===== src/sv/fct_pkg.sv =====
// Shared types, command codes and helper functions for the frustum cull tester.
// It has no dependencies. Every other file uses it through scoped names.
`timescale 1ns / 1ps
`default_nettype none
package fct_pkg;

  localparam logic [1:0] CMD_LOAD    = 2'd0;
  localparam logic [1:0] CMD_REBUILD = 2'd1;
  localparam logic [1:0] CMD_SPHERE  = 2'd2;
  localparam logic [1:0] CMD_BOX     = 2'd3;

  // Number of planes that the extraction table defines.
  localparam int TABLE_PLANES = 6;
  localparam int PIDX_W = 3;

  typedef logic signed [31:0] q16_t;

  // One test item travelling down the chain of plane cells.
  typedef struct packed {
    logic        valid;
    logic        is_box;
    logic        in_view;
    q16_t        lx;
    q16_t        ly;
    q16_t        lz;
    q16_t        hx;
    q16_t        hy;
    q16_t        hz;
    logic [30:0] radius;
  } fct_item_t;

  // Plane coefficient write from the rebuild sequencer to one cell.
  typedef struct packed {
    logic              en;
    logic [PIDX_W-1:0] idx;
    q16_t              a;
    q16_t              b;
    q16_t              c;
    q16_t              d;
  } fct_pwr_t;

  // Matrix column that a plane combines with column 3.
  function automatic logic [1:0] row_col(input logic [PIDX_W-1:0] p);
    logic [1:0] col;
    case (p)
      3'd0, 3'd1: col = 2'd0;
      3'd2, 3'd3: col = 2'd1;
      default:    col = 2'd2;
    endcase
    return col;
  endfunction

  // True when a plane subtracts its column from column 3.
  function automatic logic row_neg(input logic [PIDX_W-1:0] p);
    logic neg;
    case (p)
      3'd0, 3'd3, 3'd4: neg = 1'b1;
      default:          neg = 1'b0;
    endcase
    return neg;
  endfunction

  function automatic q16_t sat32(input logic signed [32:0] v);
    q16_t r;
    if (v > 33'sd2147483647) r = 32'sh7fffffff;
    else if (v < -33'sd2147483648) r = 32'sh80000000;
    else r = v[31:0];
    return r;
  endfunction

  function automatic logic [31:0] mag32(input q16_t v);
    logic [31:0] m;
    m = v[31] ? (32'd0 - 32'(v)) : 32'(v);
    return m;
  endfunction

endpackage
`default_nettype wire


===== src/sv/fct_rebuild.sv =====
// Matrix store and plane rebuild sequencer with iterative square root and divider.
// Depends on fct_pkg for the plane table, saturation and write types.
`timescale 1ns / 1ps
`default_nettype none
module fct_rebuild #(
  parameter int NUM_PLANES = 6
) (
  input  wire               clk,
  input  wire               rst_n,
  input  wire               ld_en,
  input  wire [3:0]         ld_idx,
  input  fct_pkg::q16_t     ld_val,
  input  wire               start,
  input  wire               chain_busy,
  output logic              busy,
  output fct_pkg::fct_pwr_t pwr
);

  localparam int BUILT = (NUM_PLANES < fct_pkg::TABLE_PLANES) ? NUM_PLANES
                                                               : fct_pkg::TABLE_PLANES;
  localparam logic [fct_pkg::PIDX_W-1:0] LAST = fct_pkg::PIDX_W'(BUILT - 1);

  localparam logic [2:0] ST_IDLE  = 3'd0;
  localparam logic [2:0] ST_DRAIN = 3'd1;
  localparam logic [2:0] ST_COEF  = 3'd2;
  localparam logic [2:0] ST_SQ    = 3'd3;
  localparam logic [2:0] ST_SQRT  = 3'd4;
  localparam logic [2:0] ST_DIV   = 3'd5;
  localparam logic [2:0] ST_WRITE = 3'd6;

  fct_pkg::q16_t m_r [16];
  logic [2:0] state_r, state_nxt;
  logic [fct_pkg::PIDX_W-1:0] plane_r, plane_nxt;
  logic [1:0]  k_r, k_nxt;
  logic [5:0]  iter_r, iter_nxt;
  fct_pkg::q16_t co_r [4];
  fct_pkg::q16_t co_nxt [4];
  fct_pkg::q16_t res_r [4];
  fct_pkg::q16_t res_nxt [4];
  logic [63:0] acc_r, acc_nxt, v_r, v_nxt, root_r, root_nxt, bit_r, bit_nxt;
  logic [31:0] len_r, len_nxt, rem_r, rem_nxt;
  logic [47:0] dvd_r, dvd_nxt, quo_r, quo_nxt;

  logic [1:0]  col;
  logic        neg;
  logic [63:0] prod, trial;
  logic [32:0] rem_s;
  logic        ge;
  logic [31:0] mk;
  fct_pkg::q16_t qsat;

  always_ff @(posedge clk) begin
    if (!rst_n) begin
      for (int i = 0; i < 16; i++) m_r[i] <= '0;
    end else if (ld_en) begin
      m_r[ld_idx] <= ld_val;
    end
  end

  always_comb begin
    state_nxt = state_r;
    plane_nxt = plane_r;
    k_nxt     = k_r;
    iter_nxt  = iter_r;
    co_nxt    = co_r;
    res_nxt   = res_r;
    acc_nxt   = acc_r;
    v_nxt     = v_r;
    root_nxt  = root_r;
    bit_nxt   = bit_r;
    len_nxt   = len_r;
    rem_nxt   = rem_r;
    dvd_nxt   = dvd_r;
    quo_nxt   = quo_r;
    col   = fct_pkg::row_col(plane_r);
    neg   = fct_pkg::row_neg(plane_r);
    mk    = fct_pkg::mag32(co_r[k_r]);
    prod  = 64'(mk) * 64'(mk);
    trial = root_r + bit_r;
    rem_s = {rem_r, dvd_r[47]};
    ge    = rem_s >= {1'b0, len_r};
    qsat  = '0;
    case (state_r)
      ST_IDLE: begin
        if (start) begin
          state_nxt = ST_DRAIN;
          plane_nxt = '0;
        end
      end
      ST_DRAIN: begin
        if (!chain_busy) state_nxt = ST_COEF;
      end
      ST_COEF: begin
        for (int k = 0; k < 4; k++) begin
          if (neg)
            co_nxt[k] = fct_pkg::sat32(33'(m_r[{2'(k), 2'd3}]) - 33'(m_r[{2'(k), col}]));
          else
            co_nxt[k] = fct_pkg::sat32(33'(m_r[{2'(k), 2'd3}]) + 33'(m_r[{2'(k), col}]));
        end
        acc_nxt   = '0;
        k_nxt     = '0;
        state_nxt = ST_SQ;
      end
      ST_SQ: begin
        acc_nxt = acc_r + prod;
        k_nxt   = k_r + 2'd1;
        if (k_r == 2'd2) begin
          v_nxt     = acc_r + prod;
          root_nxt  = '0;
          bit_nxt   = 64'd1 << 62;
          iter_nxt  = '0;
          state_nxt = ST_SQRT;
        end
      end
      ST_SQRT: begin
        if (v_r >= trial) begin
          v_nxt    = v_r - trial;
          root_nxt = (root_r >> 1) + bit_r;
        end else begin
          root_nxt = root_r >> 1;
        end
        bit_nxt  = bit_r >> 2;
        iter_nxt = iter_r + 6'd1;
        if (iter_r == 6'd31) begin
          len_nxt = root_nxt[31:0];
          k_nxt   = '0;
          if (root_nxt[31:0] == 32'd0) begin
            res_nxt   = co_r;
            state_nxt = ST_WRITE;
          end else begin
            dvd_nxt   = {fct_pkg::mag32(co_r[0]), 16'd0};
            rem_nxt   = '0;
            quo_nxt   = '0;
            iter_nxt  = '0;
            state_nxt = ST_DIV;
          end
        end
      end
      ST_DIV: begin
        rem_nxt  = ge ? 32'(rem_s - {1'b0, len_r}) : rem_s[31:0];
        quo_nxt  = {quo_r[46:0], ge};
        dvd_nxt  = {dvd_r[46:0], 1'b0};
        iter_nxt = iter_r + 6'd1;
        if (iter_r == 6'd47) begin
          if (!co_r[k_r][31])
            qsat = (|quo_nxt[47:31]) ? 32'sh7fffffff : $signed({1'b0, quo_nxt[30:0]});
          else if ((|quo_nxt[47:32]) || (quo_nxt[31] && (|quo_nxt[30:0])))
            qsat = 32'sh80000000;
          else
            qsat = $signed(32'd0 - quo_nxt[31:0]);
          res_nxt[k_r] = qsat;
          k_nxt        = k_r + 2'd1;
          if (k_r == 2'd3) begin
            state_nxt = ST_WRITE;
          end else begin
            dvd_nxt  = {fct_pkg::mag32(co_r[k_r + 2'd1]), 16'd0};
            rem_nxt  = '0;
            quo_nxt  = '0;
            iter_nxt = '0;
          end
        end
      end
      ST_WRITE: begin
        plane_nxt = plane_r + 1'b1;
        state_nxt = (plane_r == LAST) ? ST_IDLE : ST_COEF;
      end
      default: state_nxt = ST_IDLE;
    endcase
  end

  always_ff @(posedge clk) begin
    if (!rst_n) begin
      state_r <= ST_IDLE;
      plane_r <= '0;
    end else begin
      state_r <= state_nxt;
      plane_r <= plane_nxt;
    end
  end

  always_ff @(posedge clk) begin
    k_r    <= k_nxt;
    iter_r <= iter_nxt;
    co_r   <= co_nxt;
    res_r  <= res_nxt;
    acc_r  <= acc_nxt;
    v_r    <= v_nxt;
    root_r <= root_nxt;
    bit_r  <= bit_nxt;
    len_r  <= len_nxt;
    rem_r  <= rem_nxt;
    dvd_r  <= dvd_nxt;
    quo_r  <= quo_nxt;
  end

  assign busy    = state_r != ST_IDLE;
  assign pwr.en  = state_r == ST_WRITE;
  assign pwr.idx = plane_r;
  assign pwr.a   = res_r[0];
  assign pwr.b   = res_r[1];
  assign pwr.c   = res_r[2];
  assign pwr.d   = res_r[3];

endmodule
`default_nettype wire


===== config.mk =====
export PLATFORM = sky130hd
export DESIGN_NAME = fct_rebuild
export DESIGN_NICKNAME = d
export VERILOG_FILES = /design/src/sv/fct_pkg.sv /design/src/sv/fct_rebuild.sv
export SDC_FILE = /design/constraint.sdc
export NUM_CORES = 2
export LEC_CHECK = 0
export ABC_CLOCK_PERIOD_IN_PS = 17500
export BUFFER_PORTS_ARGS = -buffer_cell sky130_fd_sc_hd__buf_2
export CORE_UTILIZATION = 35
export DETAILED_ROUTE_END_ITERATION = 8
export GPL_ROUTABILITY_DRIVEN = 1
export PLACE_DENSITY = 0.52
export SLEW_MARGIN = 20
export SYNTH_ARGS = -nofsm -noshare
export SYNTH_HDL_FRONTEND = slang
export SYNTH_SLANG_ARGS = --single-unit

===== constraint.sdc =====
create_clock -name clk -period 17.5 [get_ports clk]
set_clock_uncertainty 0.15 [all_clocks]
set_input_delay 0.875 -clock clk [delete_from_list [all_inputs] [get_ports clk]]
set_output_delay 0.875 -clock clk [all_outputs]
set_load 0.005 [all_outputs]

==> impl_metrics.yaml <==
cts:
  post-cts-setup-buffers: 0
  clk_pin_slew_ps: 60
  clk_latency_ps: 880
  htreeDepth: 4
  cts_buffers: 149
  cts_buffer_depth: 4
  cts-root-buf: "clkbuf_16"
  cts_hold_buf: 0
  cts_tree: "built"
  cts-resized-gates: 0
  cts.sinks: 1149
sta:
  post-route-min-period_ps: 13050
  max_slew_margin_pct: 17.61
  slew_viol_final: 0
  tightest_slew_ps: 1234
  fmax_mhz: 76.61
  period_share_pct: 74.59
  whs_ps: 414.1
  finalHoldViolCount: 0
  fin_setup_tns_ps: 0
  rsz0062_at_grt: "false"
  setup_viol: 0
detailed_routing:
  antenna_left: 0
  viasPerCell: 5.379
  wl_met3_mm: 21.65
  wire_per_inst_um: 24.96
  route.detailed.drc: 0
  route.met2.wl_mm: 173.8
  wl_met1_mm: 157.0
  drt_iter0_markers: 7431
  routed-via-count: 80830
  drt_wl_total_mm: 375.1
  firstDrtPassIters: 6
  highest_layer: "met5"
synthesis:
  syn_avg_cell_area_sq_um: 9.634
  synth_top_area_cell: "edfxtp_1"
  synth_cell_types: 92
  ys_ff_latch: 1149
  yosysWarnings: 0
  synthCells: 11000
  synth-edff-count: 1143
  synthTopCellsByArea: "edfxtp_1, fa_1, ha_1"
  synth_top_area_share_pct: 32.40
  ys.flop_type: "edfxtp_1"
  ys_async_sr_fraction_pct: 0
  yosysSeqAreaShare_pct: 32.51
  synthesis.area_sq_mm: 0.1059
flow_run:
  drv_cap: 0
setup_path:
  crit_path_max_incr_delay_ps: 750
  path_max_fanout: 43
  crit_arrival_ps: 13530
  rr_startpoint: "k_r[0]"
  crit_type: "flip-flop to flip-flop"
  worst_path_max_delay_cell: "clkinv_1"
  crit_path_start: "k_r[0]"
  cp_top_family: "adder cells"
  crit_required_ps: 17980
  path_buf_inv: 9
  crit_path_start_kind: "flip-flop"
  cp-end-kind: "flip-flop"
  critPathMostFrequentCell: "fa_1"
floorplan:
  start_util_pct: 35.25
  die_x_um: 552.2
  dieHeight_um: 552.2
  fp.dieArea_sq_mm: 0.3049
  rows: 201
  core_sq_mm: 0.3005
  io_pins: 174
place:
  dp_hpwl_mm: 285.4
  io_buffers: 173
  dpl-instance-area_sq_mm: 0.1114
  globalplace.congestion: 0.9692
  place_inst: 14740
global_routing:
  grt_pass1_wl_mm: 548.9
  antenna_found_initial: 36
  grt_start_max_net_pins: 105
  grt_pass1_vias: 81490
  grt_usage_pct: 24.20
  gr-total-overflow: 0
worst_hold_path:
  hold_path_startpoint: "rst_n"
  worst_hold_path_type: "input port to flip-flop"
cells_and_area:
  finalNonFillerCells: 15030
  fin_area_sq_mm: 0.1164
  nets: 12550
  syn2layout_area_growth_pct: 9.839
  drive_gt1_share_pct: 7.110
status:
  status: "complete, no violations"
-- flip-flops by register name, indices dropped and copies added, names as in the netlist, 3 cells and up --
name and cells:
acc_r 64, bit_r 32, co_r 128, dvd_r 32, iter_r 6, len_r 32
m_r 512, plane_r 3, pwr 128, quo_r 47, rem_r 32, root_r 64
state_r 3, v_r 64
-- stage by stage --
| stage | setup slack (ps) | util [%] |
|---|---|---|
| after global placement | 4687 | 37.07 |
| after global routing | 3915 | 38.71 |
| after detailed placement | 4508 | 37.07 |
| after CTS | 4414 | 38.69 |
| final | 4446 | 38.72 |
| after floorplan | 6782 | - |
-- cell usage in the layout, fill, tap and decap left out, types with 34 or more instances in the layout --
| master | n |
|---|---|
| a2bb2oi_1 | 63 |
| nand3_1 | 79 |
| buf_2 | 173 |
| a21o_1 | 151 |
| inv_1 | 1484 |
| nand2_1 | 1011 |
| nor4_1 | 46 |
| xor2_1 | 234 |
| nor2_1 | 912 |
| a31oi_1 | 121 |
| a21oi_1 | 597 |
| a22oi_1 | 34 |
| nor3_1 | 104 |
| mux4_2 | 62 |
| o21ai_0 | 403 |
| o21a_1 | 180 |
| nor2b_1 | 58 |
| and2_1 | 601 |
| o31ai_1 | 54 |
| o21bai_1 | 72 |
| ha_1 | 681 |
| clkbuf_16 | 152 |
| o211ai_1 | 38 |
| a211oi_1 | 96 |
| and3_1 | 125 |
| fa_1 | 884 |
| mux2i_1 | 145 |
| xnor2_1 | 317 |
| nand4_1 | 62 |
| nand2b_1 | 96 |
| edfxtp_1 | 1143 |
| buf_4 | 156 |
| or3_1 | 66 |
-- worst paths after layout --
| path | endpoint | slack [ps] | cells past startpoint |
|---|---|---|---|
| worst min register to register | plane_r[2] | 420 | 2 |
| worst max-delay path | v_r[63] | 4450 | 37 |
| worst min-delay path | plane_r[0] | 410 | 2 |
| worst max register to register | v_r[63] | 4450 | 37 |
-- cell type report --
class | instances | area (sq um)
Clock buffer | 176 | 3894
Inverter | 1495 | 5614
Tap cell | 3958 | 4952
Multi-Input combinational cell | 7812 | 64370
Fill cell | 29760 | 184200
Sequential cell | 1149 | 34440
Antenna cell | 15 | 37.54
Clock inverter | 91 | 962.2
Timing Repair Buffer | 332 | 2096
-- synthesized netlist by cell type, types with 80 or more instances --
| master | number |
|---|---|
| nand2b_1 | 96 |
| a21o_1 | 152 |
| fa_1 | 884 |
| xnor2_1 | 331 |
| a31oi_1 | 122 |
| and3_1 | 126 |
| edfxtp_1 | 1143 |
| nand2_1 | 1016 |
| ha_1 | 682 |
| inv_1 | 1486 |
| nor2_1 | 918 |
| and2_1 | 602 |
| clkbuf_1 | 507 |
| mux2i_1 | 145 |
| o21a_1 | 180 |
| o21ai_0 | 417 |
| nor3_1 | 110 |
| a21oi_1 | 605 |
| xor2_1 | 243 |
| nand3_1 | 80 |
| a211oi_1 | 98 |
-- kinds of logic (layout without fill, tap and decap cells) --
family | count (synthesis) | in the layout | synth area share (%)
compound gates | 2125 | 2125 | 12.92
xor+xnor | 575 | 575 | 4.761
fa+ha+maj | 1568 | 1568 | 24.78
buf+inv | 2059 | 2094 | 7.336
flops | 1149 | 1149 | 32.51
mux | 219 | 219 | 2.816
other cells | 2 | 40 | 0.007089
simple gates | 3300 | 3300 | 14.88
-- per-layer routing --
layer,track usage (%),up-vias
li1,-,36920
met1,31.30,40440
met2,39.32,2782
met3,3.150,686
met4,13.07,10
met5,0,-
Power is left out: the tool's default activity adds up to more than one toggle a clock period on the data nets, which glitch-free logic cannot reach.
